### config.mk
export PLATFORM = sky130hd
export DESIGN_NAME = observer_fault_mode_coordinator
export DESIGN_NICKNAME = d
export VERILOG_FILES = /design/src/ofmc_pkg.sv /design/src/observer_fault_mode_coordinator.sv /design/src/ofmc_regs.sv /design/src/ofmc_observer.sv /design/src/ofmc_mode.sv
export SDC_FILE = /design/constraint.sdc
export NUM_CORES = 2
export LEC_CHECK = 0
export BUFFER_PORTS_ARGS = -buffer_cell sky130_fd_sc_hd__buf_2
export CAP_MARGIN = 5
export CORE_ASPECT_RATIO = 0.5
export CORE_MARGIN = 5
export CORE_UTILIZATION = 65
export DETAILED_ROUTE_END_ITERATION = 10
export PLACE_DENSITY = 0.83
export SETUP_SLACK_MARGIN = 0.15
export SYNTH_ARGS = -nofsm -noshare
export SYNTH_HDL_FRONTEND = slang
export SYNTH_SLANG_ARGS = --single-unit
### constraint.sdc
create_clock -name i_clk -period 19.9 [get_ports i_clk]
set_input_delay 0 -clock i_clk [delete_from_list [all_inputs] [get_ports i_clk]]
set_output_delay 0 -clock i_clk [all_outputs]
set_load 0.05 [all_outputs]
### src/ofmc_pkg.sv
`default_nettype none

package ofmc_pkg;

    localparam int unsigned ADDR_W = 5;
    localparam int unsigned DATA_W = 32;

    typedef logic [2:0] t_reg_idx;
    localparam t_reg_idx REG_GAIN_STATE      = 3'd0;
    localparam t_reg_idx REG_GAIN_COMMAND    = 3'd1;
    localparam t_reg_idx REG_GAIN_CORRECTION = 3'd2;
    localparam t_reg_idx REG_FAULT_THRESHOLD = 3'd3;
    localparam t_reg_idx REG_VEHICLE_POS     = 3'd4;

    localparam logic [15:0] RST_GAIN_STATE      = 16'd22338;
    localparam logic [15:0] RST_GAIN_COMMAND    = 16'd10430;
    localparam logic [15:0] RST_GAIN_CORRECTION = 16'd9231;
    localparam logic [14:0] RST_FAULT_THRESHOLD = 15'd256;
    localparam logic [7:0]  RST_VEHICLE_POS     = 8'd0;

    localparam logic OP_TICK    = 1'b0;
    localparam logic OP_MESSAGE = 1'b1;

    typedef logic [1:0] t_mode;
    localparam t_mode MODE_NORMAL   = 2'd0;
    localparam t_mode MODE_DEGRADED = 2'd1;
    localparam t_mode MODE_SEVERE   = 2'd2;

    typedef struct packed {
        logic [15:0] gain_state;
        logic [15:0] gain_command;
        logic [15:0] gain_correction;
        logic [14:0] fault_threshold;
        logic [7:0]  vehicle_position;
    } t_cfg;

endpackage

`default_nettype wire

### src/observer_fault_mode_coordinator.sv
// velocity observer with latched sensor fault and degradation mode select
// input channel: i_in_valid / o_in_stall carries one word, either a periodic
// tick (measured and commanded velocity, distance and link fault flags) or a
// coordinator message (coordinator mode), chosen by i_opcode
// output channel: o_out_valid / i_out_stall returns one word per input word:
// estimate, latched sensor fault and local mode after that word
// configuration: apb port, gains at 0x0/0x4/0x8, threshold at 0xc,
// vehicle position at 0x10; pready is always high
// an accepted word sits in an input register, then the observer and mode
// logic update the state registers, which drive the output directly
// throughput: one word per cycle while the receiver does not stall; the estimate
// feedback through the state registers is one combinational pass
// stall: when the receiver stalls, the output holds and o_in_stall rises as soon
// as the input register holds a word
// reset: synchronous active low; estimate, fault, modes cleared, registers
// return to their defaults, both channels empty
`default_nettype none

module observer_fault_mode_coordinator
    import ofmc_pkg::*;
(
    input  wire logic                     i_clk,
    input  wire logic                     i_rst_n,
    input  wire logic                     i_in_valid,
    output logic                          o_in_stall,
    input  wire logic                     i_opcode,
    input  wire logic signed [15:0]       i_measured_velocity,
    input  wire logic signed [15:0]       i_commanded_velocity,
    input  wire logic                     i_distance_fault,
    input  wire logic                     i_link_fault,
    input  wire logic        [1:0]        i_coordinator_mode,
    output logic                          o_out_valid,
    input  wire logic                     i_out_stall,
    output logic signed      [15:0]       o_estimate,
    output logic                          o_sensor_fault,
    output logic             [1:0]        o_local_mode,
    input  wire logic                     psel,
    input  wire logic                     penable,
    input  wire logic                     pwrite,
    input  wire logic        [ADDR_W-1:0] paddr,
    input  wire logic        [DATA_W-1:0] pwdata,
    output logic             [DATA_W-1:0] prdata,
    output logic                          pready
);

    t_cfg cfg;

    logic               r_in_valid;
    logic               r_in_opcode;
    logic signed [15:0] r_in_meas;
    logic signed [15:0] r_in_cmd;
    logic               r_in_beta;
    logic               r_in_gamma;
    t_mode              r_in_crc;

    logic               r_out_valid;
    logic signed [15:0] r_est;
    logic               r_fault;
    t_mode              r_mode;
    t_mode              r_crc;

    logic signed [15:0] n_est;
    logic               n_fault;
    t_mode              n_mode;
    t_mode              n_crc;

    logic               adv;
    logic               take;
    logic signed [15:0] obs_est;
    logic               obs_hit;
    logic               tick_fault;
    t_mode              tick_mode;

    ofmc_regs u_regs (
        .i_clk   (i_clk),
        .i_rst_n (i_rst_n),
        .psel    (psel),
        .penable (penable),
        .pwrite  (pwrite),
        .paddr   (paddr),
        .pwdata  (pwdata),
        .prdata  (prdata),
        .pready  (pready),
        .o_cfg   (cfg)
    );

    ofmc_observer u_observer (
        .i_cfg       (cfg),
        .i_est       (r_est),
        .i_meas      (r_in_meas),
        .i_cmd       (r_in_cmd),
        .o_est       (obs_est),
        .o_fault_hit (obs_hit)
    );

    assign tick_fault = r_fault || obs_hit;

    ofmc_mode u_mode (
        .i_leader (cfg.vehicle_position == 8'd0),
        .i_alpha  (tick_fault),
        .i_beta   (r_in_beta),
        .i_gamma  (r_in_gamma),
        .i_crc    (r_crc),
        .i_cur    (r_mode),
        .o_mode   (tick_mode)
    );

    assign adv        = !r_out_valid || !i_out_stall;
    assign o_in_stall = r_in_valid && !adv;
    assign take       = i_in_valid && !o_in_stall;

    always_comb begin
        n_est   = r_est;
        n_fault = r_fault;
        n_mode  = r_mode;
        n_crc   = r_crc;
        if (r_in_opcode == OP_TICK) begin
            n_est   = obs_est;
            n_fault = tick_fault;
            n_mode  = tick_mode;
        end else begin
            n_crc = r_in_crc;
            if (r_in_crc >= r_mode) begin
                n_mode = r_in_crc;
            end
        end
    end

    always_ff @(posedge i_clk) begin
        if (!i_rst_n) begin
            r_in_valid <= 1'b0;
        end else if (!o_in_stall) begin
            r_in_valid <= i_in_valid;
        end
    end

    always_ff @(posedge i_clk) begin
        if (take) begin
            r_in_opcode <= i_opcode;
            r_in_meas   <= i_measured_velocity;
            r_in_cmd    <= i_commanded_velocity;
            r_in_beta   <= i_distance_fault;
            r_in_gamma  <= i_link_fault;
            r_in_crc    <= i_coordinator_mode;
        end
    end

    always_ff @(posedge i_clk) begin
        if (!i_rst_n) begin
            r_out_valid <= 1'b0;
            r_est       <= '0;
            r_fault     <= 1'b0;
            r_mode      <= MODE_NORMAL;
            r_crc       <= MODE_NORMAL;
        end else if (adv) begin
            r_out_valid <= r_in_valid;
            if (r_in_valid) begin
                r_est   <= n_est;
                r_fault <= n_fault;
                r_mode  <= n_mode;
                r_crc   <= n_crc;
            end
        end
    end

    assign o_out_valid    = r_out_valid;
    assign o_estimate     = r_est;
    assign o_sensor_fault = r_fault;
    assign o_local_mode   = r_mode;

endmodule

`default_nettype wire

### src/ofmc_regs.sv
`default_nettype none

module ofmc_regs
    import ofmc_pkg::*;
(
    input  wire logic              i_clk,
    input  wire logic              i_rst_n,
    input  wire logic              psel,
    input  wire logic              penable,
    input  wire logic              pwrite,
    input  wire logic [ADDR_W-1:0] paddr,
    input  wire logic [DATA_W-1:0] pwdata,
    output logic      [DATA_W-1:0] prdata,
    output logic                   pready,
    output t_cfg                   o_cfg
);

    t_cfg     r_cfg;
    t_cfg     n_cfg;
    t_reg_idx idx;
    logic     wr_en;

    assign idx    = paddr[4:2];
    assign wr_en  = psel && penable && pwrite;
    assign pready = 1'b1;
    assign o_cfg  = r_cfg;

    always_comb begin
        n_cfg = r_cfg;
        if (wr_en) begin
            case (idx)
                REG_GAIN_STATE:      n_cfg.gain_state       = pwdata[15:0];
                REG_GAIN_COMMAND:    n_cfg.gain_command     = pwdata[15:0];
                REG_GAIN_CORRECTION: n_cfg.gain_correction  = pwdata[15:0];
                REG_FAULT_THRESHOLD: n_cfg.fault_threshold  = pwdata[14:0];
                REG_VEHICLE_POS:     n_cfg.vehicle_position = pwdata[7:0];
                default:             n_cfg = r_cfg;
            endcase
        end
    end

    always_ff @(posedge i_clk) begin
        if (!i_rst_n) begin
            r_cfg.gain_state       <= RST_GAIN_STATE;
            r_cfg.gain_command     <= RST_GAIN_COMMAND;
            r_cfg.gain_correction  <= RST_GAIN_CORRECTION;
            r_cfg.fault_threshold  <= RST_FAULT_THRESHOLD;
            r_cfg.vehicle_position <= RST_VEHICLE_POS;
        end else begin
            r_cfg <= n_cfg;
        end
    end

    always_comb begin
        case (idx)
            REG_GAIN_STATE:      prdata = {16'd0, r_cfg.gain_state};
            REG_GAIN_COMMAND:    prdata = {16'd0, r_cfg.gain_command};
            REG_GAIN_CORRECTION: prdata = {16'd0, r_cfg.gain_correction};
            REG_FAULT_THRESHOLD: prdata = {17'd0, r_cfg.fault_threshold};
            REG_VEHICLE_POS:     prdata = {24'd0, r_cfg.vehicle_position};
            default:             prdata = '0;
        endcase
    end

endmodule

`default_nettype wire

### src/ofmc_observer.sv
`default_nettype none

module ofmc_observer
    import ofmc_pkg::*;
(
    input  wire t_cfg               i_cfg,
    input  wire logic signed [15:0] i_est,
    input  wire logic signed [15:0] i_meas,
    input  wire logic signed [15:0] i_cmd,
    output logic signed      [15:0] o_est,
    output logic                    o_fault_hit
);

    localparam logic signed [35:0] ROUND_HALF = 36'sd16384;

    logic signed [16:0] gs_s;
    logic signed [16:0] gm_s;
    logic signed [16:0] gc_s;
    logic signed [16:0] diff;
    logic signed [32:0] p_state;
    logic signed [32:0] p_cmd;
    logic signed [33:0] p_corr;
    logic signed [35:0] acc;
    logic signed [20:0] q;
    logic signed [16:0] resid;
    logic        [16:0] mag;

    assign gs_s = {1'b0, i_cfg.gain_state};
    assign gm_s = {1'b0, i_cfg.gain_command};
    assign gc_s = {1'b0, i_cfg.gain_correction};
    assign diff = {i_meas[15], i_meas} - {i_est[15], i_est};

    assign p_state = gs_s * 33'(i_est);
    assign p_cmd   = gm_s * 33'(i_cmd);
    assign p_corr  = gc_s * diff;

    assign acc = 36'(p_state) + 36'(p_cmd) + 36'(p_corr) + ROUND_HALF;
    assign q   = acc[35:15];

    always_comb begin
        if (q > 21'sd32767) begin
            o_est = 16'sh7fff;
        end else if (q < -21'sd32768) begin
            o_est = 16'sh8000;
        end else begin
            o_est = q[15:0];
        end
    end

    assign resid       = {i_meas[15], i_meas} - {o_est[15], o_est};
    assign mag         = resid[16] ? 17'(-resid) : 17'(resid);
    assign o_fault_hit = mag > {2'b00, i_cfg.fault_threshold};

endmodule

`default_nettype wire

### src/ofmc_mode.sv
`default_nettype none

module ofmc_mode
    import ofmc_pkg::*;
(
    input  wire logic        i_leader,
    input  wire logic        i_alpha,
    input  wire logic        i_beta,
    input  wire logic        i_gamma,
    input  wire t_mode       i_crc,
    input  wire t_mode       i_cur,
    output t_mode            o_mode
);

    logic low;
    logic crc_normal;

    assign low        = (i_crc == MODE_NORMAL) || (i_crc == MODE_DEGRADED);
    assign crc_normal = (i_crc == MODE_NORMAL);

    always_comb begin
        o_mode = i_cur;
        if (i_leader) begin
            if (i_beta) begin
                o_mode = MODE_SEVERE;
            end else if ((i_alpha || i_gamma) && low) begin
                o_mode = MODE_DEGRADED;
            end else if (crc_normal) begin
                o_mode = MODE_NORMAL;
            end
        end else begin
            if (i_beta && i_gamma) begin
                o_mode = MODE_SEVERE;
            end else if ((i_alpha || i_beta || i_gamma) && low) begin
                o_mode = MODE_DEGRADED;
            end else if (crc_normal) begin
                o_mode = MODE_NORMAL;
            end
        end
    end

endmodule

`default_nettype wire

Word level (Yosys, flattened, before mapping)
Cells that the tools add are included.
{"block": "totals", "regBits": 131, "inputBits": 81, "elab_cells": 77}
{"block": "classes", "n_addsub": 6, "multipliers": 3, "order_cmp": 4, "eq_ne": 6, "mux": 12, "bitwise_logic": 1, "reduce_logical": 28}
{"cell": "case mux 16 bit (5 select lines)", "count": 1}
{"cell": "multiplier 17 x 16 -> 33 bit", "count": 2}
{"cell": "adder 36 x 16 -> 36 bit, second input constant", "count": 1}
{"cell": "adder 34 x 34 -> 35 bit", "count": 1}
{"cell": "adder 33 x 33 -> 34 bit", "count": 1}
{"cell": "multiplier 17 x 17 -> 34 bit", "count": 1}
{"cell": "subtractor 16 x 16 -> 17 bit", "count": 2}
{"cell": "2-to-1 mux 16 bit", "count": 2}
{"cell": "greater-than comparator 21 x 16 -> 1 bit, second input constant", "count": 1}
{"cell": "< comparator 21 x 16 -> 1 bit, second input constant", "count": 1}
{"cell": "greater-than comparator 17 x 15 -> 1 bit", "count": 1}
{"cell": "2-to-1 mux 17 bit", "count": 1}
{"cell": "negator 17 bit", "count": 1}
{"cell": "2-to-1 mux 2 bit", "count": 8}
{"cell": "AND reduction 2 bit", "count": 5}
{"cell": "AND reduction 3 bit", "count": 3}
{"cell": "zero test 8 bit", "count": 1}
{"cell": "logical AND 1 bit", "count": 7}
{"cell": "== test 3 x 2 -> 1 bit, second input constant", "count": 2}
{"cell": "logical OR 1 bit", "count": 6}
{"cell": "zero test 1 bit", "count": 4}
{"cell": "== test 3 x 1 -> 1 bit, second input constant", "count": 1}
{"cell": "== test 3 bit, second input constant", "count": 1}
{"cell": "zero test 3 bit", "count": 1}
{"cell": "5 further kinds", "count": 5}

Longest topological paths before layout
{"block": "depth", "ltp_word": 19, "depth_mapped": 75, "ltp_nobuf": 70}

Cells and area by module
Synthesis repeated with hierarchy kept, for this count alone.
{"block": "unflattened", "hier_cells": 3989, "hier_area_um2": 36027.1}
{"module": "ofmc_observer", "n_inst": 1, "cells_each": 3466, "area_each_um2": 30416.7, "seq_area_each_um2": 0.0}
{"module": "ofmc_regs", "n_inst": 1, "cells_each": 365, "area_each_um2": 3458.3, "seq_area_each_um2": 1421.4}
{"module": "observer_fault_mode_coordinator", "n_inst": 1, "cells_each": 150, "area_each_um2": 2107.0, "seq_area_each_um2": 1571.5}
{"module": "ofmc_mode", "n_inst": 1, "cells_each": 8, "area_each_um2": 45.0, "seq_area_each_um2": 0.0}

Worst setup path after synthesis
No wires, ideal clock.
{"block": "synth_timing", "path_type": "flip-flop to flip-flop", "start": "reg r_est[1] (netlist: o_estimate[1])", "end": "reg r_mode[1] (netlist: o_local_mode[1])", "t_arrival_ns": 16.321, "required_ns": 19.813, "setup_slack_ns": 3.492, "stages_incl_launch_ff": 70, "n_path_buf": 5, "cell_sequence": "dfxtp_1 > clkbuf_1 > clkbuf_1 > inv_1 > ha_1 > nor2b_1 > o21ai_0 > a21boi_0 > o21ai_0 > a21boi_0 > o21ai_0 > a21boi_0 > o21ai_0 > a211oi_1 > or2_2 > nor3_1 > clkbuf_1 > nand2_1 > (+34 left out) > a21oi_1 > o21bai_1 > and2_1 > nor2_1 > a311oi_1 > or4b_2 > nor3_1 > nand4_1 > nor2b_1 > nor2_1 > xor2_1 > ha_1 > a2111oi_0 > o21ai_0 > a21oi_1 > a21oi_1 > a311o_1 > o31ai_1"}
{"block": "synth_between", "elab_chain_len": 19, "elab_cells_between_ends": 26, "cone_classes": "add/sub: 6; mul: 2; order compare: 3; mux: 9; reduce/logical: 6"}
{"item": "start, declared", "line": "observer_fault_mode_coordinator.sv:57", "source": "logic signed [15:0] r_est;"}
{"item": "start signal, assigned", "line": "observer_fault_mode_coordinator.sv:158", "source": "r_est <= n_est;"}
{"item": "multiplier 17 x 16 -> 33 bit / subtractor 16 x 16 -> 17 bit (equally long branches)", "line": "ofmc_observer.sv:33, ofmc_observer.sv:31"}
{"item": "adder 33 x 33 -> 34 bit / multiplier 17 x 17 -> 34 bit (equally long branches)", "line": "ofmc_observer.sv:37, ofmc_observer.sv:35"}
{"item": "adder 34 x 34 -> 35 bit (*)", "line": "ofmc_observer.sv:37", "source": "assign acc = 36'(p_state) + 36'(p_cmd) + 36'(p_corr) + ROUND_HALF;"}
{"item": "adder 36 x 16 -> 36 bit (*)", "line": "ofmc_observer.sv:37"}
{"item": "< comparator 21 x 16 -> 1 bit", "line": "ofmc_observer.sv:43", "source": "end else if (q < -21'sd32768) begin"}
{"item": "2-to-1 mux 16 bit", "line": "ofmc_observer.sv:43"}
{"item": "2-to-1 mux 16 bit (*)", "line": "ofmc_observer.sv:41", "source": "if (q > 21'sd32767) begin"}
{"item": "named net obs_est[0]", "line": "observer_fault_mode_coordinator.sv:69", "source": "logic signed [15:0] obs_est;"}
{"item": "(+3 left out)"}
{"item": "greater-than comparator 17 x 15 -> 1 bit (*)", "line": "ofmc_observer.sv:52", "source": "assign o_fault_hit = mag > {2'b00, i_cfg.fault_threshold};"}
{"item": "logical OR 1 bit (*)", "line": "observer_fault_mode_coordinator.sv:96", "source": "assign tick_fault = r_fault || obs_hit;"}
{"item": "logical OR 1 bit (2 in a row)", "line": "ofmc_mode.sv:34", "source": "end else if ((i_alpha || i_beta || i_gamma) && low) begin"}
{"item": "logical AND 1 bit", "line": "ofmc_mode.sv:34"}
{"item": "2-to-1 mux 2 bit", "line": "ofmc_mode.sv:34"}
{"item": "2-to-1 mux 2 bit", "line": "ofmc_mode.sv:32", "source": "if (i_beta && i_gamma) begin"}
{"item": "2-to-1 mux 2 bit (*)", "line": "ofmc_mode.sv:23", "source": "if (i_leader) begin"}
{"item": "2-to-1 mux 2 bit (*)", "line": "observer_fault_mode_coordinator.sv:117", "source": "if (r_in_opcode == OP_TICK) begin"}
{"item": "end signal, assigned", "line": "observer_fault_mode_coordinator.sv:160", "source": "r_mode <= n_mode;"}
{"item": "end, declared", "line": "observer_fault_mode_coordinator.sv:59", "source": "t_mode r_mode;"}
The timed path passes the listed nets; every way through them passes the cells marked *.
A chain may end at the register's enable or synchronous reset.

Final worst setup path
{"block": "layout_timing", "start": "reg r_est[1] (netlist: o_estimate[1])", "end": "reg r_mode[1] (netlist: o_local_mode[1])"}
{"block": "layout_between", "elab_chain_len": 19, "elab_cells_between_ends": 26, "cone_classes": "add/sub: 6; mul: 2; order compare: 3; mux: 9; reduce/logical: 6"}
{"item": "multiplier 17 x 16 -> 33 bit / subtractor 16 x 16 -> 17 bit (equally long branches)", "line": "ofmc_observer.sv:33, ofmc_observer.sv:31"}
{"item": "adder 33 x 33 -> 34 bit / multiplier 17 x 17 -> 34 bit (equally long branches)", "line": "ofmc_observer.sv:37, ofmc_observer.sv:35"}
{"item": "adder 34 x 34 -> 35 bit (*)", "line": "ofmc_observer.sv:37"}
{"item": "adder 36 x 16 -> 36 bit (*)", "line": "ofmc_observer.sv:37"}
{"item": "< comparator 21 x 16 -> 1 bit", "line": "ofmc_observer.sv:43"}
{"item": "2-to-1 mux 16 bit", "line": "ofmc_observer.sv:43"}
{"item": "2-to-1 mux 16 bit (*)", "line": "ofmc_observer.sv:41"}
{"item": "subtractor 16 x 16 -> 17 bit (*)", "line": "ofmc_observer.sv:50", "source": "assign resid = {i_meas[15], i_meas} - {o_est[15], o_est};"}
{"item": "(+2 left out)"}
{"item": "greater-than comparator 17 x 15 -> 1 bit (*)", "line": "ofmc_observer.sv:52"}
{"item": "logical OR 1 bit (*)", "line": "observer_fault_mode_coordinator.sv:96"}
{"item": "logical OR 1 bit (2 in a row)", "line": "ofmc_mode.sv:34"}
{"item": "logical AND 1 bit", "line": "ofmc_mode.sv:34"}
{"item": "2-to-1 mux 2 bit", "line": "ofmc_mode.sv:34"}
{"item": "2-to-1 mux 2 bit", "line": "ofmc_mode.sv:32"}
{"item": "2-to-1 mux 2 bit (*)", "line": "ofmc_mode.sv:23"}
{"item": "2-to-1 mux 2 bit (*)", "line": "observer_fault_mode_coordinator.sv:117"}
Every way passes the cells marked *; elsewhere a longest branch is shown, timed or not.

==> results_tabular.tex <==
\begin{tabular}{lr}
\hline
Metric & Value \\
\hline
\multicolumn{2}{l}{\textbf{STA}} \\
\quad RSZ-0062 raised after global routing & false \\
\quad Layout Skew & 0.0186 ns \\
\quad Final count of pins violating max slew & 17 \\
\quad Max frequency & 0.0541 GHz \\
\quad Rel. slew slack & -0.720\% \\
\quad Worst slew pin tran & 1.51 ns \\
\quad Aggregate negative setup slack & 0 ns \\
\quad Setup-violating endpoint count in the final report & 0 \\
\quad Final Hold Vio Count & 0 \\
\quad Time the final worst path needs with I/O delays and setup & 18.48 ns \\
\quad Crit share post-route & 92.9\% \\
\multicolumn{2}{l}{\textbf{Worst setup path}} \\
\quad Worst setup slack for register-to-register paths & 1.42 ns \\
\quad Worst endpoint required time & 20.28 ns \\
\quad Endpoint of the lowest-slack register-to-register path & o\_local\_mode[1] \\
\quad Top delay family on crit path & adder cells \\
\quad Startpoint type of the worst setup path & flop \\
\quad Class of the most critical setup path & flop to flop \\
\quad Cell type with the highest occurrence count on the critical path & sky130\_fd\_sc\_hd\_\_fa\_1 \\
\quad Critical path fanouts, max & 30 \\
\quad Worst r2r path cells & 63 \\
\quad Crit path buf inv count & 10 \\
\quad Maximum single-stage delay on the critical path & 0.97 ns \\
\quad Data arrival at the endpoint of the critical path & 18.87 ns \\
\quad Critical path endpoint category & flop \\
\quad Slowest-stage cell, CP & sky130\_fd\_sc\_hd\_\_dfxtp\_1 \\
\quad Launch point of the worst reg-to-reg path & o\_estimate[1] \\
\multicolumn{2}{l}{\textbf{Hold path}} \\
\quad Hold/Removal Path Class & input pin to flop \\
\quad Critical hold path startpoint & psel \\
\quad Worst hold path stage count & 5 \\
\quad Worst Hold End & u\_regs.o\_cfg[46] \\
\multicolumn{2}{l}{\textbf{Synthesis}} \\
\quad Flops \& latches, synth & 131 \\
\quad Dominant synthesized flop cell & sky130\_fd\_sc\_hd\_\_dfxtp\_1 \\
\quad Summed instance area of the synthesized netlist & 0.0356 mm2 \\
\quad Share of flip-flops with an asynchronous set or reset & 0\% \\
\quad Cells after synthesis & 4,000 \\
\quad Fraction of the yosys area taken by sequential cells & 8.41\% \\
\quad Mapped Avg Cell Area & 8.89 um2 \\
\quad Cell variety after synth & 80 \\
\quad Syn. warnings & 0 \\
\quad Number of flops mapped to enable cells by yosys & 37 \\
\multicolumn{2}{l}{\textbf{Clock network}} \\
\quad H-Tree Level Count & 4 \\
\quad Root cell of the clock tree & sky130\_fd\_sc\_hd\_\_clkbuf\_16 \\
\quad Number of clock sinks seen by CTS & 131 \\
\quad CTS tree & yes \\
\quad TritonCTS buffer count & 17 \\
\quad Clock buffer depth & 2 \\
\quad Count of buffers added by post-CTS timing repair for setup & 0 \\
\quad Clock Pin Slew Worst Setup and Hold Paths & 0.07 ns \\
\quad Insertion delay to the later sink of the worst-skew pair & 0.48 ns \\
\multicolumn{2}{l}{\textbf{Global route}} \\
\quad Vias in the first global route & 29,800 \\
\quad All-layer global routing usage & 35.5\% \\
\quad Maximum number of pins on one net before global-route repair & 55 \\
\quad Overflow left after global routing & 0 \\
\quad Global-route wire length before repair & 163 mm \\
\quad Initial antenna violation count & 4 \\
\multicolumn{2}{l}{\textbf{Final layout}} \\
\quad Area added between synthesis and finish & 6.24\% \\
\quad Combined area of the multi-input logic cells & 0.0283 mm2 \\
\quad Most used cells in the layout excluding fill and tap cells & sky130\_fd\_sc\_hd\_\_inv\_1 (969), sky130\_fd\_sc\_hd\_\_fa\_1 (724), sky130\_fd\_sc\_hd\_\_nand2\_1 (468) \\
\quad Post-route standard cell area excluding fillers & 0.0378 mm2 \\
\quad Layout cell share with drive strength beyond 1 & 5.57\% \\
\quad Storage cell area & 0.00299 mm2 \\
\quad Commonest non-fill, non-tap cell in the layout & sky130\_fd\_sc\_hd\_\_inv\_1 \\
\quad Number of standard cells in the final layout excluding fillers & 4,774 \\
\quad Number of inserted filler cells in the final layout & 3,926 \\
\quad Layout net count & 5,206 \\
\multicolumn{2}{l}{\textbf{Placement}} \\
\quad Placed Area & 0.0366 mm2 \\
\quad Detailed placer's ending HPWL & 83.0 mm \\
\quad Gpl congestion & 1.04 \\
\quad Cell count after placement & 4,682 \\
\quad Buffers on Ports & 99 \\
\multicolumn{2}{l}{\textbf{Drt}} \\
\quad Wire length per cell & 21.6 um \\
\quad DRC Markers & 2 \\
\quad Detailed-routing iteration count for the pre-antenna-repair pass & 11 \\
\quad DRT antenna net count & 0 \\
\quad Wire length reported by the detailed router & 103 mm \\
\quad Total via count after detailed routing & 28,000 \\
\quad Post-DR vias/cell & 5.86 \\
\quad Iter 0 DRT Violations & 2,928 \\
\multicolumn{2}{l}{\textbf{Status}} \\
\quad Status & complete, but fails checks \\
\quad Failing checks & DRC, capacitance limit, slew limit \\
\multicolumn{2}{l}{\textbf{Floorplan}} \\
\quad Overall die height & 175 um \\
\quad Cell row count & 60 \\
\quad Die outline area & 0.0598 mm2 \\
\quad Horizontal extent of the die & 341 um \\
\quad Effective utilization at floorplan & 65.9\% \\
\quad Number of primary I/O pins & 135 \\
\quad Placeable core region & 0.0540 mm2 \\
\multicolumn{2}{l}{\textbf{Job}} \\
\quad Number of max-cap violations & 1 \\
\hline
\end{tabular}
[kinds of logic (layout without fill, tap and decap cells)]
| logic type | Yosys count | count (layout) | share of synthesized area (%) |
|---|---|---|---|
| XOR/XNOR | 63 | 63 | 1.57 |
| adder cells (fa/ha/maj) | 1079 | 1079 | 53.2 |
| other | 2 | 20 | 0.0211 |
| AND/OR/NAND/NOR | 1211 | 1211 | 17.1 |
| multiplexers | 54 | 54 | 1.78 |
| AO/OA/AOI/OAI | 300 | 300 | 5.44 |
| buffers and inverters | 1160 | 1203 | 12.5 |
| flip-flops | 131 | 131 | 8.41 |
[state kept, by name, indices dropped and copies added (netlist names)]
| name | count |
|---|---|
| r_crc | 2 |
| u_regs.o_cfg | 71 |
| r_in_opcode | 1 |
| o_estimate | 16 |
| r_in_beta | 1 |
| r_in_valid | 1 |
| o_out_valid | 1 |
| r_in_cmd | 16 |
| r_in_gamma | 1 |
| o_local_mode | 2 |
| r_in_meas | 16 |
| r_in_crc | 2 |
| o_sensor_fault | 1 |
[metrics by stage]
step | worst slack (ns) | util, % | hold WS, ns
4_1_cts | 1.23 | 70.0 | 0.0124
3_5_place_dp | 1.35 | 67.9 | 0.178
6_report | 1.42 | 70.0 | 0.0326
2_1_floorplan | 3.49 | - | 0.0989
5_1_grt | 0.280 | 70.0 | 0.104
3_3_place_gp | 1.83 | 67.9 | 0.176
[worst max path at each step]
stage                   from               to  cells past startpoint
4_1_cts        o_estimate[1]  o_local_mode[1]                     60
3_3_place_gp   o_estimate[1]  o_local_mode[1]                     61
5_1_grt        o_estimate[1]  o_local_mode[1]                     62
3_5_place_dp   o_estimate[1]  o_local_mode[1]                     62
2_1_floorplan  o_estimate[1]  o_local_mode[1]                     69
6_report       o_estimate[1]  o_local_mode[1]                     63
[worst reg2reg max path, delay by kind of cell, from the launching register on]
family / cells / cell delay [ns]
compound gates: 23 / 5.36
xor+xnor: 2 / 0.51
fa+ha+maj: 13 / 6.03
buf+inv: 10 / 1.13
flops: 1 / 0.97
simple gates: 15 / 4.39
[layer usage]
metal  wire length, um  track usage (%)
met1             38400             44.6
met2             42600             52.0
met5               311             3.61
met3             18600             21.3
met4              3280             9.37
[final cells by class]
class / count / area share (%)
inverters: 971 / 9.64
diodes: 3 / 0.0199
clock buffers: 20 / 1.24
multi-input cells: 2724 / 74.9
flip-flops and latches: 131 / 7.92
well taps: 713 / 2.36
clock inverters: 11 / 0.242
repair buffers: 201 / 3.72
[synthesized netlist by cell type (all sizes together), types with 45 or more instances]
| library cell | number | area, um2 |
|---|---|---|
| o21ai | 70 | 388 |
| nand3 | 45 | 225 |
| dfxtp | 94 | 1880 |
| inv | 970 | 3640 |
| nand2 | 468 | 1760 |
| clkbuf | 166 | 623 |
| a21oi | 92 | 460 |
| and2 | 383 | 2400 |
| fa | 724 | 14500 |
| ha | 355 | 4440 |
| nor2 | 123 | 462 |
| nand2b | 48 | 300 |
[timing repair]
action | in CTS | in global routing
hold endpoints to repair | 110 | 0
hold buffers | 58 | 0
setup endpoints to repair | 0 | 3
gates resized for setup | 0 | 2
Power is left out: the tool's default activity adds up to more than one toggle a clock period on the data nets, which glitch-free logic cannot reach.
